===== src/rtl/dsa_signature_sign_macros.svh =====
// assertion helpers for the signing block
`ifndef DSA_SIGNATURE_SIGN_MACROS_SVH
`define DSA_SIGNATURE_SIGN_MACROS_SVH

// same-cycle implication
`define DSS_ASSERT_IMP(lbl, ante, cons, msg) \
   lbl: assert property (@(posedge clock) disable iff (reset) (ante) |-> (cons)) \
      else $error(msg);

// next-cycle implication
`define DSS_ASSERT_NXT(lbl, ante, cons, msg) \
   lbl: assert property (@(posedge clock) disable iff (reset) (ante) |=> (cons)) \
      else $error(msg);

`endif


===== src/rtl/dss_pkg.sv =====
`timescale 1ns / 1ps
package dss_pkg;

   localparam logic [1:0] CSR_MODULUS_P      = 2'd0;
   localparam logic [1:0] CSR_SUBGROUP_Q     = 2'd1;
   localparam logic [1:0] CSR_GENERATOR_SEED = 2'd2;
   localparam logic [1:0] CSR_PRIVATE_KEY    = 2'd3;

   localparam logic [15:0] RST_MODULUS_P      = 16'd23;
   localparam logic [15:0] RST_SUBGROUP_Q     = 16'd11;
   localparam logic [15:0] RST_GENERATOR_SEED = 16'd2;
   localparam logic [15:0] RST_PRIVATE_KEY    = 16'd3;

   localparam logic [1:0] ST_OK     = 2'd0;
   localparam logic [1:0] ST_NONINV = 2'd1;
   localparam logic [1:0] ST_R_ZERO = 2'd2;
   localparam logic [1:0] ST_S_ZERO = 2'd3;

   typedef struct packed {
      logic [15:0] modulus_p;
      logic [15:0] subgroup_q;
      logic [15:0] generator_seed;
      logic [15:0] private_key;
   } cfg_type;

   typedef enum logic [4:0] {
      OP_NONE,
      OP_LOAD,
      OP_E_DIV,
      OP_E_ZERO,
      OP_POW_INIT,
      OP_POW_ZERO,
      OP_POW_DONE,
      OP_BASE_RED,
      OP_MUL_ACC,
      OP_MUL_SQ,
      OP_R_DIV,
      OP_R_ZERO,
      OP_K_RED,
      OP_EU_DIV,
      OP_EU_MUL,
      OP_EU_STEP,
      OP_H_RED,
      OP_XR_MUL,
      OP_T_ADD,
      OP_S_MUL,
      OP_S_ZERO,
      OP_OUT
   } op_type;

   typedef enum logic [1:0] {
      POW_G,
      POW_Y,
      POW_GK
   } pow_type;

   typedef enum logic [4:0] {
      S_IDLE,
      S_EXP,
      S_POW_START,
      S_POW_RED,
      S_POW_LOOP,
      S_POW_SQ,
      S_POW_END,
      S_R,
      S_INV_INIT,
      S_EU_LOOP,
      S_EU_MUL,
      S_EU_STEP,
      S_H_RED,
      S_XR,
      S_T_ADD,
      S_S_MUL,
      S_FAIL,
      S_OUT,
      S_WAIT
   } state_type;

   typedef struct packed {
      op_type  op;
      pow_type pow_sel;
   } cmd_type;

   typedef struct packed {
      logic busy;
      logic out_free;
      logic p_zero;
      logic q_zero;
      logic q_lt2;
      logic ex_zero;
      logic ex_lsb;
      logic r1_zero;
      logic r0_one;
   } sts_type;

endpackage


===== src/rtl/dss_ifs.sv =====
`timescale 1ns / 1ps
interface dss_req_if;
   logic        valid;
   logic        ready;
   logic [15:0] message;
   logic [15:0] hash_key;
   logic [15:0] nonce;
   modport source (output valid, output message, output hash_key, output nonce, input ready);
   modport sink (input valid, input message, input hash_key, input nonce, output ready);
endinterface

interface dss_rsp_if;
   logic        valid;
   logic        ready;
   logic [15:0] sig_r;
   logic [15:0] sig_s;
   logic [15:0] public_key;
   logic [1:0]  status;
   modport source (output valid, output sig_r, output sig_s, output public_key,
                   output status, input ready);
   modport sink (input valid, input sig_r, input sig_s, input public_key,
                 input status, output ready);
endinterface


===== src/rtl/dss_datapath.sv =====
`timescale 1ns / 1ps
module dss_datapath import dss_pkg::*; #(
   parameter int MOD_BITS = 16
) (
   input  logic                clock,
   input  logic                reset,
   input  cmd_type             cmd,
   output sts_type             sts,
   input  cfg_type             cfg,
   input  logic [15:0]         message,
   input  logic [15:0]         hash_key,
   input  logic [15:0]         nonce,
   input  logic                rsp_ready,
   output logic                rsp_valid,
   output logic [MOD_BITS-1:0] sig_r,
   output logic [MOD_BITS-1:0] sig_s,
   output logic [MOD_BITS-1:0] public_key,
   output logic [1:0]          status
);

   localparam int W  = MOD_BITS;
   localparam int CW = $clog2(MOD_BITS);

   // a, b < m
   function automatic logic [W-1:0] add_m(input logic [W-1:0] a, input logic [W-1:0] b,
                                          input logic [W-1:0] m);
      logic [W-1:0] gap;
      gap = m - b;
      return (a >= gap) ? (a - gap) : (a + b);
   endfunction

   function automatic logic [W-1:0] sub_m(input logic [W-1:0] a, input logic [W-1:0] b,
                                          input logic [W-1:0] m);
      return (a >= b) ? (a - b) : (a + (m - b));
   endfunction

   logic [W-1:0] p, q, h, x;
   assign p = W'(cfg.modulus_p);
   assign q = W'(cfg.subgroup_q);
   assign h = W'(cfg.generator_seed);
   assign x = W'(cfg.private_key);

   logic [W-1:0] k_ff, hd_ff, e_ff, base_ff, ex_ff, acc_ff, g_ff, y_ff, gk_ff, r_ff;
   logic [W-1:0] r0_ff, r1_ff, t0_ff, t1_ff, quo_ff, rem_ff, prod_ff, hq_ff, xr_ff;
   logic [W-1:0] t_ff, s_ff;
   logic         fail_ff;

   logic [W-1:0] out_r_ff, out_s_ff, out_y_ff;
   logic [1:0]   out_st_ff;
   logic         rsp_valid_ff;

   logic          busy_ff;
   logic [CW-1:0] cnt_ff;
   op_type        uop_ff;
   logic          last;
   logic          unit_start;

   // shared add-and-double multiplier
   logic [W-1:0] mul_acc_ff, mul_a_ff, mul_b_ff, mul_m_ff;
   logic [W-1:0] mul_sum, mul_acc_in, mul_a_in, mul_b_in;

   // shared restoring divider
   logic [W-1:0] div_n_ff, div_r_ff, div_d_ff;
   logic [W:0]   div_sh, div_sub;
   logic         div_ge;
   logic [W-1:0] div_n_in, div_r_in;

   assign mul_sum    = add_m(mul_acc_ff, mul_a_ff, mul_m_ff);
   assign mul_acc_in = mul_b_ff[0] ? mul_sum : mul_acc_ff;
   assign mul_a_in   = add_m(mul_a_ff, mul_a_ff, mul_m_ff);
   assign mul_b_in   = mul_b_ff >> 1;

   assign div_sh   = {div_r_ff, div_n_ff[W-1]};
   assign div_sub  = div_sh - {1'b0, div_d_ff};
   assign div_ge   = (div_sh >= {1'b0, div_d_ff});
   assign div_r_in = div_ge ? div_sub[W-1:0] : div_sh[W-1:0];
   assign div_n_in = {div_n_ff[W-2:0], div_ge};

   assign last = busy_ff && (cnt_ff == CW'(W - 1));

   always_comb begin
      case (cmd.op)
         OP_E_DIV, OP_BASE_RED, OP_R_DIV, OP_K_RED, OP_EU_DIV, OP_H_RED,
         OP_MUL_ACC, OP_MUL_SQ, OP_EU_MUL, OP_XR_MUL, OP_S_MUL: unit_start = 1'b1;
         default: unit_start = 1'b0;
      endcase
   end

   always_ff @(posedge clock) begin
      if (reset) begin
         busy_ff      <= 1'b0;
         cnt_ff       <= '0;
         rsp_valid_ff <= 1'b0;
      end else begin
         if (busy_ff) begin
            cnt_ff <= cnt_ff + CW'(1);
            if (last) begin
               busy_ff <= 1'b0;
            end
         end else if (unit_start) begin
            busy_ff <= 1'b1;
            cnt_ff  <= '0;
         end
         if (cmd.op == OP_OUT) begin
            rsp_valid_ff <= 1'b1;
         end else if (rsp_ready) begin
            rsp_valid_ff <= 1'b0;
         end
      end
   end

   always_ff @(posedge clock) begin
      if (busy_ff) begin
         mul_acc_ff <= mul_acc_in;
         mul_a_ff   <= mul_a_in;
         mul_b_ff   <= mul_b_in;
         div_n_ff   <= div_n_in;
         div_r_ff   <= div_r_in;
      end
      if (last) begin
         case (uop_ff)
            OP_E_DIV:    e_ff    <= div_n_in;
            OP_BASE_RED: base_ff <= div_r_in;
            OP_R_DIV:    r_ff    <= div_r_in;
            OP_K_RED:    r1_ff   <= div_r_in;
            OP_EU_DIV: begin
               quo_ff <= div_n_in;
               rem_ff <= div_r_in;
            end
            OP_H_RED:    hq_ff   <= div_r_in;
            OP_MUL_ACC:  acc_ff  <= mul_acc_in;
            OP_MUL_SQ: begin
               base_ff <= mul_acc_in;
               ex_ff   <= ex_ff >> 1;
            end
            OP_EU_MUL:   prod_ff <= mul_acc_in;
            OP_XR_MUL:   xr_ff   <= mul_acc_in;
            OP_S_MUL:    s_ff    <= mul_acc_in;
            default: ;
         endcase
      end
      if (unit_start) begin
         uop_ff     <= cmd.op;
         mul_acc_ff <= '0;
         div_r_ff   <= '0;
      end
      case (cmd.op)
         OP_LOAD: begin
            k_ff    <= W'(nonce);
            hd_ff   <= W'(message ^ hash_key);
            fail_ff <= 1'b0;
         end
         OP_E_DIV: begin
            div_n_ff <= p - W'(1);
            div_d_ff <= q;
         end
         OP_E_ZERO: e_ff <= '0;
         OP_POW_INIT: begin
            acc_ff <= W'(p != W'(1));
            case (cmd.pow_sel)
               POW_G: begin
                  base_ff <= h;
                  ex_ff   <= e_ff;
               end
               POW_Y: begin
                  base_ff <= g_ff;
                  ex_ff   <= x;
               end
               default: begin
                  base_ff <= g_ff;
                  ex_ff   <= k_ff;
               end
            endcase
         end
         OP_POW_ZERO, OP_POW_DONE: begin
            case (cmd.pow_sel)
               POW_G:   g_ff  <= (cmd.op == OP_POW_DONE) ? acc_ff : '0;
               POW_Y:   y_ff  <= (cmd.op == OP_POW_DONE) ? acc_ff : '0;
               default: gk_ff <= (cmd.op == OP_POW_DONE) ? acc_ff : '0;
            endcase
         end
         OP_BASE_RED: begin
            div_n_ff <= base_ff;
            div_d_ff <= p;
         end
         OP_MUL_ACC: begin
            mul_a_ff <= acc_ff;
            mul_b_ff <= base_ff;
            mul_m_ff <= p;
         end
         OP_MUL_SQ: begin
            mul_a_ff <= base_ff;
            mul_b_ff <= base_ff;
            mul_m_ff <= p;
         end
         OP_R_DIV: begin
            div_n_ff <= gk_ff;
            div_d_ff <= q;
         end
         OP_R_ZERO: r_ff <= '0;
         OP_K_RED: begin
            div_n_ff <= k_ff;
            div_d_ff <= q;
            r0_ff    <= q;
            t0_ff    <= '0;
            t1_ff    <= W'(1);
         end
         OP_EU_DIV: begin
            div_n_ff <= r0_ff;
            div_d_ff <= r1_ff;
         end
         OP_EU_MUL: begin
            mul_a_ff <= t1_ff;
            mul_b_ff <= quo_ff;
            mul_m_ff <= q;
         end
         OP_EU_STEP: begin
            r0_ff <= r1_ff;
            r1_ff <= rem_ff;
            t0_ff <= t1_ff;
            t1_ff <= sub_m(t0_ff, prod_ff, q);
         end
         OP_H_RED: begin
            div_n_ff <= hd_ff;
            div_d_ff <= q;
         end
         OP_XR_MUL: begin
            mul_a_ff <= r_ff;
            mul_b_ff <= x;
            mul_m_ff <= q;
         end
         OP_T_ADD: t_ff <= add_m(hq_ff, xr_ff, q);
         OP_S_MUL: begin
            mul_a_ff <= t0_ff;
            mul_b_ff <= t_ff;
            mul_m_ff <= q;
         end
         OP_S_ZERO: begin
            s_ff    <= '0;
            fail_ff <= 1'b1;
         end
         OP_OUT: begin
            out_r_ff <= r_ff;
            out_s_ff <= s_ff;
            out_y_ff <= y_ff;
            if (fail_ff) begin
               out_st_ff <= ST_NONINV;
            end else if (r_ff == '0) begin
               out_st_ff <= ST_R_ZERO;
            end else if (s_ff == '0) begin
               out_st_ff <= ST_S_ZERO;
            end else begin
               out_st_ff <= ST_OK;
            end
         end
         default: ;
      endcase
   end

   assign sts.busy     = busy_ff;
   assign sts.out_free = !rsp_valid_ff || rsp_ready;
   assign sts.p_zero   = (p == '0);
   assign sts.q_zero   = (q == '0);
   assign sts.q_lt2    = (q < W'(2));
   assign sts.ex_zero  = (ex_ff == '0);
   assign sts.ex_lsb   = ex_ff[0];
   assign sts.r1_zero  = (r1_ff == '0);
   assign sts.r0_one   = (r0_ff == W'(1));

   assign rsp_valid  = rsp_valid_ff;
   assign sig_r      = out_r_ff;
   assign sig_s      = out_s_ff;
   assign public_key = out_y_ff;
   assign status     = out_st_ff;

endmodule


===== src/rtl/dss_ctrl.sv =====
`timescale 1ns / 1ps
module dss_ctrl import dss_pkg::*; (
   input  logic    clock,
   input  logic    reset,
   input  logic    req_valid,
   output logic    req_ready,
   output cmd_type cmd,
   input  sts_type sts
);

   state_type state_ff, state_in;
   state_type ret_ff, ret_in;
   pow_type   pow_sel_ff, pow_sel_in;

   always_ff @(posedge clock) begin
      if (reset) begin
         state_ff   <= S_IDLE;
         ret_ff     <= S_IDLE;
         pow_sel_ff <= POW_G;
      end else begin
         state_ff   <= state_in;
         ret_ff     <= ret_in;
         pow_sel_ff <= pow_sel_in;
      end
   end

   always_comb begin
      state_in   = state_ff;
      ret_in     = ret_ff;
      pow_sel_in = pow_sel_ff;
      case (state_ff)
         S_IDLE: begin
            if (req_valid) begin
               state_in   = S_EXP;
               pow_sel_in = POW_G;
            end
         end
         S_EXP: begin
            if (sts.p_zero || sts.q_zero) begin
               state_in = S_POW_START;
            end else begin
               state_in = S_WAIT;
               ret_in   = S_POW_START;
            end
         end
         S_POW_START: state_in = sts.p_zero ? S_POW_END : S_POW_RED;
         S_POW_RED: begin
            state_in = S_WAIT;
            ret_in   = S_POW_LOOP;
         end
         S_POW_LOOP: begin
            if (sts.ex_zero) begin
               state_in = S_POW_END;
            end else if (sts.ex_lsb) begin
               state_in = S_WAIT;
               ret_in   = S_POW_SQ;
            end else begin
               state_in = S_POW_SQ;
            end
         end
         S_POW_SQ: begin
            state_in = S_WAIT;
            ret_in   = S_POW_LOOP;
         end
         S_POW_END: begin
            case (pow_sel_ff)
               POW_G: begin
                  pow_sel_in = POW_Y;
                  state_in   = S_POW_START;
               end
               POW_Y: begin
                  pow_sel_in = POW_GK;
                  state_in   = S_POW_START;
               end
               default: state_in = S_R;
            endcase
         end
         S_R: begin
            if (sts.q_zero) begin
               state_in = S_INV_INIT;
            end else begin
               state_in = S_WAIT;
               ret_in   = S_INV_INIT;
            end
         end
         S_INV_INIT: begin
            if (sts.q_lt2) begin
               state_in = S_FAIL;
            end else begin
               state_in = S_WAIT;
               ret_in   = S_EU_LOOP;
            end
         end
         S_EU_LOOP: begin
            if (sts.r1_zero) begin
               state_in = sts.r0_one ? S_H_RED : S_FAIL;
            end else begin
               state_in = S_WAIT;
               ret_in   = S_EU_MUL;
            end
         end
         S_EU_MUL: begin
            state_in = S_WAIT;
            ret_in   = S_EU_STEP;
         end
         S_EU_STEP: state_in = S_EU_LOOP;
         S_H_RED: begin
            state_in = S_WAIT;
            ret_in   = S_XR;
         end
         S_XR: begin
            state_in = S_WAIT;
            ret_in   = S_T_ADD;
         end
         S_T_ADD: state_in = S_S_MUL;
         S_S_MUL: begin
            state_in = S_WAIT;
            ret_in   = S_OUT;
         end
         S_FAIL: state_in = S_OUT;
         S_OUT: begin
            if (sts.out_free) begin
               state_in = S_IDLE;
            end
         end
         S_WAIT: begin
            if (!sts.busy) begin
               state_in = ret_ff;
            end
         end
         default: state_in = S_IDLE;
      endcase
   end

   always_comb begin
      cmd.op      = OP_NONE;
      cmd.pow_sel = pow_sel_ff;
      req_ready   = 1'b0;
      case (state_ff)
         S_IDLE: begin
            req_ready = 1'b1;
            if (req_valid) begin
               cmd.op = OP_LOAD;
            end
         end
         S_EXP:       cmd.op = (sts.p_zero || sts.q_zero) ? OP_E_ZERO : OP_E_DIV;
         S_POW_START: cmd.op = sts.p_zero ? OP_POW_ZERO : OP_POW_INIT;
         S_POW_RED:   cmd.op = OP_BASE_RED;
         S_POW_LOOP: begin
            if (sts.ex_zero) begin
               cmd.op = OP_POW_DONE;
            end else if (sts.ex_lsb) begin
               cmd.op = OP_MUL_ACC;
            end
         end
         S_POW_SQ:    cmd.op = OP_MUL_SQ;
         S_R:         cmd.op = sts.q_zero ? OP_R_ZERO : OP_R_DIV;
         S_INV_INIT: begin
            if (!sts.q_lt2) begin
               cmd.op = OP_K_RED;
            end
         end
         S_EU_LOOP: begin
            if (!sts.r1_zero) begin
               cmd.op = OP_EU_DIV;
            end
         end
         S_EU_MUL:    cmd.op = OP_EU_MUL;
         S_EU_STEP:   cmd.op = OP_EU_STEP;
         S_H_RED:     cmd.op = OP_H_RED;
         S_XR:        cmd.op = OP_XR_MUL;
         S_T_ADD:     cmd.op = OP_T_ADD;
         S_S_MUL:     cmd.op = OP_S_MUL;
         S_FAIL:      cmd.op = OP_S_ZERO;
         S_OUT: begin
            if (sts.out_free) begin
               cmd.op = OP_OUT;
            end
         end
         default: cmd.op = OP_NONE;
      endcase
   end

endmodule


===== src/rtl/dsa_signature_sign.sv =====
`timescale 1ns / 1ps
// one item at a time; latency is data dependent: three exponentiations and the inverse all
// run on one bit-serial modular multiplier and one restoring divider
// a finished result waits in the output register while the next item is accepted
// synchronous active-high reset restores the configuration defaults and empties the output
`include "dsa_signature_sign_macros.svh"
module dsa_signature_sign import dss_pkg::*; #(
   parameter int MOD_BITS = 16
) (
   input  logic        clock,
   input  logic        reset,
   dss_req_if.sink     req_ch,
   dss_rsp_if.source   rsp_ch,
   input  logic        csr_we,
   input  logic [1:0]  csr_index,
   input  logic [15:0] csr_wdata
);

   cfg_type cfg_ff;
   cmd_type dp_cmd;
   sts_type dp_sts;

   logic [MOD_BITS-1:0] sig_r_w, sig_s_w, public_key_w;
   logic                rsp_noninv, rsp_ok, req_take;

   always_ff @(posedge clock) begin
      if (reset) begin
         cfg_ff.modulus_p      <= RST_MODULUS_P;
         cfg_ff.subgroup_q     <= RST_SUBGROUP_Q;
         cfg_ff.generator_seed <= RST_GENERATOR_SEED;
         cfg_ff.private_key    <= RST_PRIVATE_KEY;
      end else if (csr_we) begin
         case (csr_index)
            CSR_MODULUS_P:      cfg_ff.modulus_p      <= csr_wdata;
            CSR_SUBGROUP_Q:     cfg_ff.subgroup_q     <= csr_wdata;
            CSR_GENERATOR_SEED: cfg_ff.generator_seed <= csr_wdata;
            CSR_PRIVATE_KEY:    cfg_ff.private_key    <= csr_wdata;
            default: ;
         endcase
      end
   end

   dss_ctrl u_ctrl (
      .clock     (clock),
      .reset     (reset),
      .req_valid (req_ch.valid),
      .req_ready (req_ch.ready),
      .cmd       (dp_cmd),
      .sts       (dp_sts)
   );

   dss_datapath #(.MOD_BITS(MOD_BITS)) u_datapath (
      .clock      (clock),
      .reset      (reset),
      .cmd        (dp_cmd),
      .sts        (dp_sts),
      .cfg        (cfg_ff),
      .message    (req_ch.message),
      .hash_key   (req_ch.hash_key),
      .nonce      (req_ch.nonce),
      .rsp_ready  (rsp_ch.ready),
      .rsp_valid  (rsp_ch.valid),
      .sig_r      (sig_r_w),
      .sig_s      (sig_s_w),
      .public_key (public_key_w),
      .status     (rsp_ch.status)
   );

   assign rsp_ch.sig_r      = 16'(sig_r_w);
   assign rsp_ch.sig_s      = 16'(sig_s_w);
   assign rsp_ch.public_key = 16'(public_key_w);

   assign rsp_noninv = rsp_ch.valid && (rsp_ch.status == ST_NONINV);
   assign rsp_ok     = rsp_ch.valid && (rsp_ch.status == ST_OK);
   assign req_take   = req_ch.valid && req_ch.ready;

   `DSS_ASSERT_IMP(a_noninv_s_zero, rsp_noninv, rsp_ch.sig_s == 16'd0, "nonzero s on bad nonce")
   `DSS_ASSERT_IMP(a_ok_nonzero, rsp_ok, (rsp_ch.sig_r != '0) && (rsp_ch.sig_s != '0), "ok, part 0")
   `DSS_ASSERT_IMP(a_busy_no_accept, dp_sts.busy, !req_ch.ready, "ready while unit busy")
   `DSS_ASSERT_NXT(a_load_starts_work, req_take, !req_ch.ready, "ready held after an item")

endmodule

===== src/flat_wrapper.sv =====
// flat-port wrapper written by rule: the top's interface ports become plain ports
module dsa_signature_sign_flat import dss_pkg::*;
#(
   parameter int MOD_BITS = 16
)
  (clock, reset, csr_we, csr_index, csr_wdata, req_ch_valid, req_ch_message, req_ch_hash_key, req_ch_nonce, req_ch_ready, rsp_ch_valid, rsp_ch_sig_r, rsp_ch_sig_s, rsp_ch_public_key, rsp_ch_status, rsp_ch_ready);
  dss_req_if req_ch_i ();
  dss_rsp_if rsp_ch_i ();
  input  logic clock;
  input  logic reset;
  input  logic csr_we;
  input  logic [1:0] csr_index;
  input  logic [15:0] csr_wdata;
  input wire logic [$bits(req_ch_i.valid)-1:0] req_ch_valid;
  input wire logic [$bits(req_ch_i.message)-1:0] req_ch_message;
  input wire logic [$bits(req_ch_i.hash_key)-1:0] req_ch_hash_key;
  input wire logic [$bits(req_ch_i.nonce)-1:0] req_ch_nonce;
  output wire logic [$bits(req_ch_i.ready)-1:0] req_ch_ready;
  output wire logic [$bits(rsp_ch_i.valid)-1:0] rsp_ch_valid;
  output wire logic [$bits(rsp_ch_i.sig_r)-1:0] rsp_ch_sig_r;
  output wire logic [$bits(rsp_ch_i.sig_s)-1:0] rsp_ch_sig_s;
  output wire logic [$bits(rsp_ch_i.public_key)-1:0] rsp_ch_public_key;
  output wire logic [$bits(rsp_ch_i.status)-1:0] rsp_ch_status;
  input wire logic [$bits(rsp_ch_i.ready)-1:0] rsp_ch_ready;
  assign req_ch_i.valid = req_ch_valid;
  assign req_ch_i.message = req_ch_message;
  assign req_ch_i.hash_key = req_ch_hash_key;
  assign req_ch_i.nonce = req_ch_nonce;
  assign req_ch_ready = req_ch_i.ready;
  assign rsp_ch_valid = rsp_ch_i.valid;
  assign rsp_ch_sig_r = rsp_ch_i.sig_r;
  assign rsp_ch_sig_s = rsp_ch_i.sig_s;
  assign rsp_ch_public_key = rsp_ch_i.public_key;
  assign rsp_ch_status = rsp_ch_i.status;
  assign rsp_ch_i.ready = rsp_ch_ready;
  dsa_signature_sign #(.MOD_BITS(MOD_BITS)) u_core (.clock(clock), .reset(reset), .req_ch(req_ch_i), .rsp_ch(rsp_ch_i), .csr_we(csr_we), .csr_index(csr_index), .csr_wdata(csr_wdata));
endmodule

===== config.mk =====
export PLATFORM = sky130hd
export DESIGN_NAME = dsa_signature_sign_flat
export DESIGN_NICKNAME = d
export VERILOG_FILES = /design/src/rtl/dss_pkg.sv /design/src/rtl/dss_ifs.sv /design/src/rtl/dss_datapath.sv /design/src/rtl/dss_ctrl.sv /design/src/rtl/dsa_signature_sign.sv /design/src/flat_wrapper.sv
export VERILOG_INCLUDE_DIRS = /design/src /design/src/rtl
export SDC_FILE = /design/constraint.sdc
export NUM_CORES = 1
export LEC_CHECK = 0
export BUFFER_PORTS_ARGS = -buffer_cell sky130_fd_sc_hd__buf_2
export CORE_MARGIN = 2
export CORE_UTILIZATION = 30
export DETAILED_ROUTE_END_ITERATION = 10
export PLACE_DENSITY = 0.51
export SLEW_MARGIN = 20
export SYNTH_ARGS = -nofsm -noshare
export SYNTH_HDL_FRONTEND = slang
export SYNTH_SLANG_ARGS = --single-unit
export TNS_END_PERCENT = 10

===== constraint.sdc =====
create_clock -name clock -period 9.4 [get_ports clock]
set_input_delay 0.47 -clock clock [delete_from_list [all_inputs] [get_ports clock]]
set_output_delay 0.47 -clock clock [all_outputs]
set_load 0.05 [all_outputs]

* After elaboration in Yosys (flattened, before gate mapping)
Memories as Yosys holds them, arrays and structs flattened.
Index checks and enable logic that the tools add are counted.
** Cells by class
- Multiplexer cells :: 76
- Bitwise gates (word level) :: 2
- $lt $le $gt $ge :: 6
- Eq/ne operators :: 67
- Add/sub/neg operators :: 14
- Reduce and logical (&&, ||, !) cells :: 59
** Operators with widths (number)
- $mux W16 :: 19
- $pmux W16 S2 :: 6
- $sub A16 B16 Y16 :: 8
- $eq A5 B4 Y1 const B :: 22
- $logic_not A16 Y1 :: 6
- $pmux W16 S6 :: 1
- $pmux W5 S17 :: 1
- $mux W5 :: 16
- $pmux W16 S5 :: 1
- $pmux W5 S14 :: 1
- $add A16 B16 Y16 :: 4
- $ge A16 B16 Y1 :: 4
- $pmux W16 S4 :: 1
- $eq A5 B5 Y1 const B :: 12
- $pmux W5 S10 :: 1
- $pmux W16 S3 :: 1
- $eq A5 B3 Y1 const B :: 9
- $reduce_and A2 Y1 :: 19
- $eq A5 B2 Y1 const B :: 5
- $mux W4 :: 6
- $reduce_bool A2 Y1 :: 11
- $ge A17 B16 Y1 :: 1
- $eq A16 B1 Y1 const B :: 1
- $lt A16 B2 Y1 const B :: 1
- other kinds (33) :: 67
** Storage, ports and cells
- Memories kept :: 1
- Word-level logic and storage cells :: 270
- ROM bits :: 32
- Flip-flop bits (word level) :: 586
- Output and inout bits :: 52
** Memories
- (name not given) :: depth 32, bits a word 1, rd ports 1, clocked after memory_dff 0, write ports 0, RTL line dss_datapath.sv:82 : case (cmd.op)

* Logic depth before layout (Yosys ltp)
Gate-level depths: netlist of run 1.
- Depth after elaboration :: 7
- Depth in mapped cells :: 26

* Hierarchy
From an unflattened synthesis of run 1, not the netlist that was laid out.
** Unflattened totals
- Cells, all modules :: 3288
- Area total of the unflattened synthesis :: 33219.4 µm²
** Modules (own cells, without submodules)
- dss_datapath :: seq. area each 14303.7 µm², times used 1, cells an instance 2880, area an instance 29419.5 µm²
- dsa_signature_sign :: seq. area each 1281.2 µm², times used 1, cells an instance 233, area an instance 2538.7 µm²
- dss_ctrl :: seq. area each 240.2 µm², times used 1, cells an instance 175, area an instance 1261.2 µm²

* Worst setup path after synthesis of run 1
OpenSTA, ideal clock, no wires.
- Path type :: register to register
- Start :: reg u_core.u_ctrl.state_ff[1]
- End :: reg u_core.u_datapath.y_ff[0], enable pin
- Period minus slack after synthesis :: 5513 ps
- Cell stages (with the launch flop) :: 12
- Arrival time :: 5100 ps
- Path buffers :: 2
- Slack :: 3887 ps
- Required time :: 8987 ps
- Path through :: dfxtp_1 buf_2 nor3_1 nand3_1 nor2b_1 nor2_1 o21ai_0 or4_1 buf_4 xnor2_1 o21ai_0 nor3b_1
** RTL lines
- start, declared :: RTL line dss_ctrl.sv:11 : state_type state_ff, state_in;
- start signal, assigned :: RTL line dss_ctrl.sv:21 : state_ff <= state_in;
- end signal, assigned :: RTL line dss_datapath.sv:178 : POW_Y: y_ff <= (cmd.op == OP_POW_DONE) ? acc_ff : '0;
- end, declared :: RTL line dss_datapath.sv:43 : logic [W-1:0] k_ff, hd_ff, e_ff, base_ff, ex_ff, acc_ff, g_ff, y_ff, gk_ff, r_ff;

* Final worst setup path of run 1
- Start :: reg u_core.u_datapath.mul_a_ff[1]
- End :: reg u_core.u_datapath.xr_ff[14], data pin
** Between the ends
- Longest elaborated chain between the ends :: 4
- Elaborated cells on any way between the ends :: 6
- Classes of those cells :: add/sub: 3; order compare: 1; mux: 2
** Ends and longest elaborated chain
- start, declared :: RTL line dss_datapath.sv:59 : logic [W-1:0] mul_acc_ff, mul_a_ff, mul_b_ff, mul_m_ff;
- start signal, assigned :: RTL line dss_datapath.sv:115 : mul_a_ff <= mul_a_in;
- start signal, assigned :: RTL line dss_datapath.sv:192 : mul_a_ff <= base_ff;
- start signal, assigned :: RTL line dss_datapath.sv:213 : mul_a_ff <= t1_ff;
- $sub A16 B16 Y16 :: RTL line dss_datapath.sv:28 : gap = m - b;
- $sub A16 B16 Y16 or $ge A16 B16 Y1 (tied branches) :: RTL line dss_datapath.sv:29 : return (a >= gap) ? (a - gap) : (a + b);
- $mux W16 (*) :: RTL line dss_datapath.sv:29
- $mux W16 (*) :: RTL line dss_datapath.sv:69 : assign mul_acc_in = mul_b_ff[0] ? mul_sum : mul_acc_ff;
- named net u_core.u_datapath.mul_acc_in[14] :: RTL line dss_datapath.sv:60 : logic [W-1:0] mul_sum, mul_acc_in, mul_a_in, mul_b_in;
- end signal, assigned :: RTL line dss_datapath.sv:137 : OP_XR_MUL: xr_ff <= mul_acc_in;
- end, declared :: RTL line dss_datapath.sv:44 : logic [W-1:0] r0_ff, r1_ff, t0_ff, t1_ff, quo_ff, rem_ff, prod_ff, hq_ff, xr_ff;
The timed path passes the listed nets; every way through them passes the cells marked *.
A chain may end at the register's enable or synchronous reset.

==> flow_metrics.tcl, run 1 <==
set metrics [dict create \
    outcome "finished, final reports clean" \
    core_area_mm2 0.109 \
    hp-start "req_ch_nonce[5]" \
    fmax_mhz 168 \
    track_usage_pct 21.8 \
    drv_slew 0 \
    wire_per_inst_um 25.5 \
    rr_worst_depth 19 \
    pre_cts_ws_ns 3.59 \
    synth_fp_nets 3567 \
    critPathMaxFanout 9 \
    synth_area_mm2 0.0329 \
    gp_congestion 0.944 \
    grt_pass1_wl_um 178000 \
    die_w_um 335 \
    synth_area_leader_cell "edfxtp_1" \
    drive_gt1_share_pct 11.8 \
    seq_area_mm2 0.0158 \
    synth_warnings 0 \
    antenna_found_initial 20 \
    clock-sinks 586 \
    grt_start_max_net_pins 83 \
    synth_edf_count 409 \
    drt-pass1-iter-count 8 \
    ir_worst_vdd_mv 0.184 \
    cts_root_buffer "clkbuf_16" \
    synth_cell_type_count 104 \
    cp-end-kind "flip-flop" \
    rows 121 \
    io-pin-count 123 \
    largest-register "u_core.cfg_ff" \
    start_kind "flip-flop" \
    timing.slew.headroom_pct 13.6 \
    start_util_pct 30.2 \
    finalCritPeriodShare_pct 63.2 \
    fillers 11000 \
    drt-total-wl_um 125000 \
    worstPathCellList "inv_1 -> ha_1 -> nor2b_1 -> o31a_1 -> o21a_2 -> o221ai_4 -> nor2b_1 -> o21ai_0 -> nand2b_1 -> a21o_1 -> a21oi_1 -> xnor2_1 -> ha_1 -> nand4_1 -> nor4_1 -> a31o_2 -> nor3_1 -> o31ai_1 -> inv_1" \
    synth_area_leaders "edfxtp_1, dfxtp_1, ha_1, nand2_1, a21oi_1" \
    clk_pin_slew_ns 0.06 \
    hold_class "input port to flip-flop" \
    post_cts.repair.setup_buffers 0 \
    fin_skew_ns 0.0328 \
    vias_per_cell 5.48 \
    drc 0 \
    yosys-top-cells-count "nand2_1, edfxtp_1, nor2_1, a21oi_1, inv_1" \
    tightest_slew_ns 1.30 \
    area_delta_synth_final_pct 14.8 \
    async_reset_ff_share_pct 0 \
    final_nets 3675 \
    syn-mean-instance-area_um2 9.90 \
    worstHoldEndpoint "u_core.u_datapath.k_ff[5]" \
    cts_tree "built" \
    fin_ws_ns 3.46 \
    largest_reg_flops 64 \
    dpl.hpwl_um 95400 \
    dieArea_mm2 0.112 \
    reg2reg_from "u_core.u_datapath.mul_a_ff[1]" \
    yosysMostFrequentCell "nand2_1" \
    power_density_mw_per_mm2 329 \
    die_height_um 335 \
    max_stage_delay_ns 0.89 \
    hold_viol 0 \
    crit_slowest_cell "o31ai_1" \
    fin_crit_ns 5.94 \
    finalSetupViolCount 0 \
    syn_inst 3320 \
    portBuffers 122 \
    arrival_ns 6.27 \
    ys.flop_type "edfxtp_1" \
    via_count 26900 \
    grt_overflow 0 \
    ys_seq_area_share_pct 48.1 \
    worstPathRequired_ns 9.72 \
    hold_path_depth 1 \
    cts-buffers-inserted 70 \
    p_leak_nw 14.3 \
    rsz0062_at_grt "false" \
    detail_route.iter0.violations 3301 \
    clk_latency_ns 0.65 \
    multi_input_area_mm2 0.0157 \
    criticalPathCategory "flip-flop to flip-flop" \
    grt_pass1_vias 24700 \
    fin_setup_tns_ns 0 \
    cap_viol_max_count 0 \
    reg2reg_slack_ns 3.46 \
    reg2reg_to "u_core.u_datapath.xr_ff[14]" \
    yosys.area.top_type_share_pct 37.4 \
    htree_levels 3 \
    cts_buffer_depth 3 \
    ant_nets 0 \
    synth-seq-cells 586 \
]
## critical path, delay by kind of cell (launching register included)
| kind | cells | cell delay, ns |
|---|---|---|
| compound gates | 8 | 2.63 |
| simple gates | 6 | 1.29 |
| fa+ha+maj | 2 | 0.72 |
| flops | 1 | 0.46 |
| buf+inv | 2 | 0.39 |
| xor+xnor | 1 | 0.13 |
## cells by family after synthesis
kind of cell / synth area share [%]
flip-flops: 48.1
adder cells (fa/ha/maj): 7.40
AO/OA/AOI/OAI: 17.0
XOR/XNOR: 4.10
multiplexers: 3.54
buffers and inverters: 4.53
AND/OR/NAND/NOR: 15.3
## cells in the final DEF (no fill, tap or decap), types with 40 or more instances in the layout
cell type / netlist / routed
inv_1: 213 / 213
clkbuf_16: 0 / 71
buf_2: 16 / 122
a222oi_1: 40 / 40
o21ai_0: 193 / 189
nor2_1: 265 / 254
xnor2_1: 78 / 78
edfxtp_1: 409 / 409
nand2_1: 426 / 426
buf_4: 2 / 57
a21oi_1: 230 / 230
nand3_1: 70 / 70
ha_1: 152 / 152
xor2_1: 67 / 67
mux2i_1: 89 / 88
nor3_1: 55 / 48
a211oi_1: 50 / 50
dfxtp_1: 177 / 175
## how the worst max path moves through the flow
stage	cells past startpoint	slack (ns)	to	start
6_report	19	3.46	u_core.u_datapath.xr_ff[14]	u_core.u_datapath.mul_a_ff[1]
3_3_place_gp	20	3.76	u_core.u_datapath.base_ff[14]	u_core.u_datapath.mul_a_ff[1]
5_1_grt	19	3.09	u_core.u_datapath.prod_ff[14]	u_core.u_datapath.mul_a_ff[1]
3_5_place_dp	20	3.59	u_core.u_datapath.base_ff[10]	u_core.u_datapath.mul_a_ff[1]
4_1_cts	20	3.58	u_core.u_datapath.base_ff[10]	u_core.u_datapath.mul_a_ff[1]
2_1_floorplan	11	3.89	u_core.u_datapath.y_ff[0]	u_core.u_ctrl.state_ff[1]
## layer usage
layer	vias to the layer above	global-route usage (%)	part of all wire [%]	routed length, um
met4	18	7.50	3.4	4260
met2	1141	34.4	45	56800
met1	13200	29.9	43	53600
met5	-	0	0.085	107
met3	195	3.92	8.4	10500
li1	12300	-	-	-
## report_power, final
| part | total (mW) | internal (mW) | switching, mW |
|---|---|---|---|
| registers | 3.77 | 3.40 | 0.372 |
| logic | 5.70 | 2.02 | 3.68 |
| clock network | 2.95 | 1.76 | 1.19 |
| total | 12.4 | 7.18 | 5.25 |
## per-stage QoR
stage	hold slack, ns	total power, mW	utilization (%)	cells	instance area, um2
2_1_floorplan	0.400	7.60	-	3320	32900
3_3_place_gp	0.403	9.41	32.3	4757	35100
3_5_place_dp	0.405	9.39	32.3	4757	35100
4_1_cts	0.000649	12.4	34.7	4900	37700
5_1_grt	0.0110	13.0	34.7	4902	37700
6_report	0.0173	12.4	34.7	4905	37800
## what timing repair did
action,in CTS,in global routing
endpoints found under the hold margin,13,0
hold buffers,13,0
resized for setup,0,0
## area by class of cell
class / instances / area share [%]
flip-flops and latches: 586 / 41.9
multi-input cells: 2359 / 41.5
clock buffers: 91 / 5.09
well taps: 1414 / 4.69
repair buffers: 192 / 3.10
inverters: 219 / 2.18
clock inverters: 39 / 1.46
diodes: 5 / 0.0331
Power figures use the tool's default switching activity.
==> run 2: changes to the inputs <==
Settings changed: PLACE_DENSITY 0.51 to 0.52.
Clock period 9.4 ns to 5.2 ns, I/O delays scaled along.
==> flow_metrics.tcl, run 2 (same netlist as run 1, synthesis figures left out) <==
set metrics [dict create \
    final_cell_mix "nand2_1, edfxtp_1, nor2_1, a21oi_1, inv_1" \
    hold_path_depth 3 \
    gp_congestion 0.944 \
    hold_viol 0 \
    switchingPower_mw 9.49 \
    clk_latency_ns 0.64 \
    fin_area_mm2 0.0389 \
    p_sw_share_pct 41.7 \
    outcome "finished, final reports clean" \
    ir_worst_vdd_mv 0.426 \
    rows 121 \
    fin_skew_ns 0.0548 \
    wire_per_inst_um 24.9 \
    timing.slew.headroom_pct 28.9 \
    criticalPathCategory "flip-flop to flip-flop" \
    cap_viol_max_count 0 \
    power_density_mw_per_mm2 584 \
    place_inst 4840 \
    fmax_mhz 202 \
    largest-register "u_core.cfg_ff" \
    start_util_pct 30.2 \
    whs_ns 0.0321 \
    drv_slew 0 \
    internal_power_mw 13.2 \
    antenna_found_initial 17 \
    cp-end-kind "flip-flop" \
    drt-pass1-iter-count 8 \
    pre_cts_ws_ns -0.101 \
    cts_buffer_depth 3 \
    fin_total_pwr_mw 22.7 \
    dpl.hpwl_um 96800 \
    reg2reg_to "u_core.u_datapath.t_ff[9]" \
    dieArea_mm2 0.112 \
    worstHoldEndpoint "u_core.cfg_ff[17]" \
    finalSetupViolCount 0 \
    io-pin-count 123 \
    cts-buffers-inserted 69 \
    reg2reg_slack_ns 0.25 \
    tightest_slew_ns 1.07 \
    placed_area_mm2 0.0357 \
    portBuffers 122 \
    final_cells 5042 \
    p_leak_nw 15.0 \
    max_stage_delay_ns 0.59 \
    rr_worst_depth 21 \
    clkPwrFrac_pct 21.6 \
    htree_levels 3 \
    fillers 10900 \
    core_area_mm2 0.109 \
    cts_root_buffer "clkbuf_16" \
    power_frac_seq_pct 29.7 \
    grt_overflow 0 \
    via_count 27300 \
    hold_class "input port to flip-flop" \
    final_common_cell "nand2_1" \
    fin_ws_ns 0.252 \
    fin_crit_ns 4.95 \
    cts_tree "built" \
    area_delta_synth_final_pct 18.3 \
    start_kind "flip-flop" \
    crit_slowest_cell "edfxtp_1" \
    reg2reg_from "u_core.u_datapath.xr_ff[1]" \
    cp_top_family "compound AO/OA/AOI/OAI gates" \
    worstPathRequired_ns 5.63 \
    clock-sinks 586 \
    grt_pass1_wl_um 179000 \
    final_util_pct 35.7 \
    track_usage_pct 21.8 \
    grt_start_max_net_pins 83 \
    detail_route.iter0.violations 3387 \
    final_nets 3817 \
    largest_reg_flops 64 \
    drt-total-wl_um 125000 \
    combPwrFrac_pct 48.7 \
    path_buf_inv 2 \
    worstPathCellList "inv_1 -> ha_1 -> nor2b_1 -> o21ai_1 -> a21boi_0 -> o21ai_1 -> a21boi_0 -> o21ai_0 -> a21oi_1 -> o41ai_2 -> buf_4 -> o21bai_1 -> a21oi_1 -> xor2_1 -> ha_1 -> nand4_1 -> nor4_4 -> a211oi_2 -> o21ai_2 -> or3b_2 -> o21ai_0" \
    hp-start "csr_wdata[1]" \
    die_w_um 335 \
    critPathMaxFanout 6 \
    clk_pin_slew_ns 0.06 \
    drc 0 \
    drive_gt1_share_pct 14.0 \
    vias_per_cell 5.42 \
    finalCritPeriodShare_pct 95.2 \
    fin_setup_tns_ns 0 \
    ant_nets 0 \
    grt_pass1_vias 25300 \
    arrival_ns 5.38 \
    die_height_um 335 \
]
## run 2: what timing repair did
action / 4_1_cts / 5_1_grt
hold buffers: 64 / 0
pin swaps: 0 / 10
resized for setup: 2 / 30
endpoints found under the setup margin: 6 / 108
buffers inserted: 0 / 9
hold endpoints to repair: 88 / 0
## run 2: how the worst max path moves through the flow
stage | from | to | cells after the start
finish | u_core.u_datapath.xr_ff[1] | u_core.u_datapath.t_ff[9] | 21
global route | u_core.u_datapath.mul_m_ff[0] | u_core.u_datapath.base_ff[9] | 22
CTS | u_core.u_datapath.xr_ff[1] | u_core.u_datapath.t_ff[4] | 21
detailed placement | u_core.u_datapath.mul_m_ff[0] | u_core.u_datapath.base_ff[6] | 21
global placement | u_core.u_datapath.mul_m_ff[0] | u_core.u_datapath.base_ff[6] | 21
floorplan | u_core.u_datapath.mul_a_ff[6] | u_core.u_datapath.base_ff[10] | 23
## run 2: per-layer routing
metal	track usage [%]	wire length, um
met5	0	98
met4	7.13	4080
met3	4.10	11000
met2	34.7	56800
met1	29.9	53400
## run 2: worst reg2reg max path, cell delays in order (launching register included)
cell      delay [ns]
edfxtp_1        0.59
inv_1           0.15
ha_1            0.30
nor2b_1         0.13
o21ai_1         0.18
a21boi_0        0.12
o21ai_1         0.18
a21boi_0        0.10
o21ai_0         0.22
a21oi_1         0.15
o41ai_2         0.21
buf_4           0.17
o21bai_1        0.06
a21oi_1         0.17
xor2_1          0.10
ha_1            0.40
nand4_1         0.17
nor4_4          0.34
a211oi_2        0.09
o21ai_2         0.30
or3b_2          0.49
o21ai_0         0.14
## run 2: cell type report
| class | count | area (um2) | area share (%) |
|---|---|---|---|
| flip-flops and latches | 586 | 15800 | 40.7 |
| multi-input cells | 2359 | 15800 | 40.6 |
| repair buffers | 335 | 2390 | 6.14 |
| clock buffers | 102 | 2040 | 5.26 |
| well taps | 1414 | 1770 | 4.55 |
| inverters | 219 | 822 | 2.11 |
| clock inverters | 25 | 245 | 0.630 |
| diodes | 2 | 5.00 | 0.0129 |
## run 2: power groups by stage
stage	Clock (mW)	Sequential [mW]	Combinational (mW)
floorplan	0	6.57	7.16
global placement	0	6.82	10.6
detailed placement	0	6.82	10.6
CTS	4.99	6.73	10.7
global route	5.17	6.78	12.0
finish	4.92	6.74	11.1
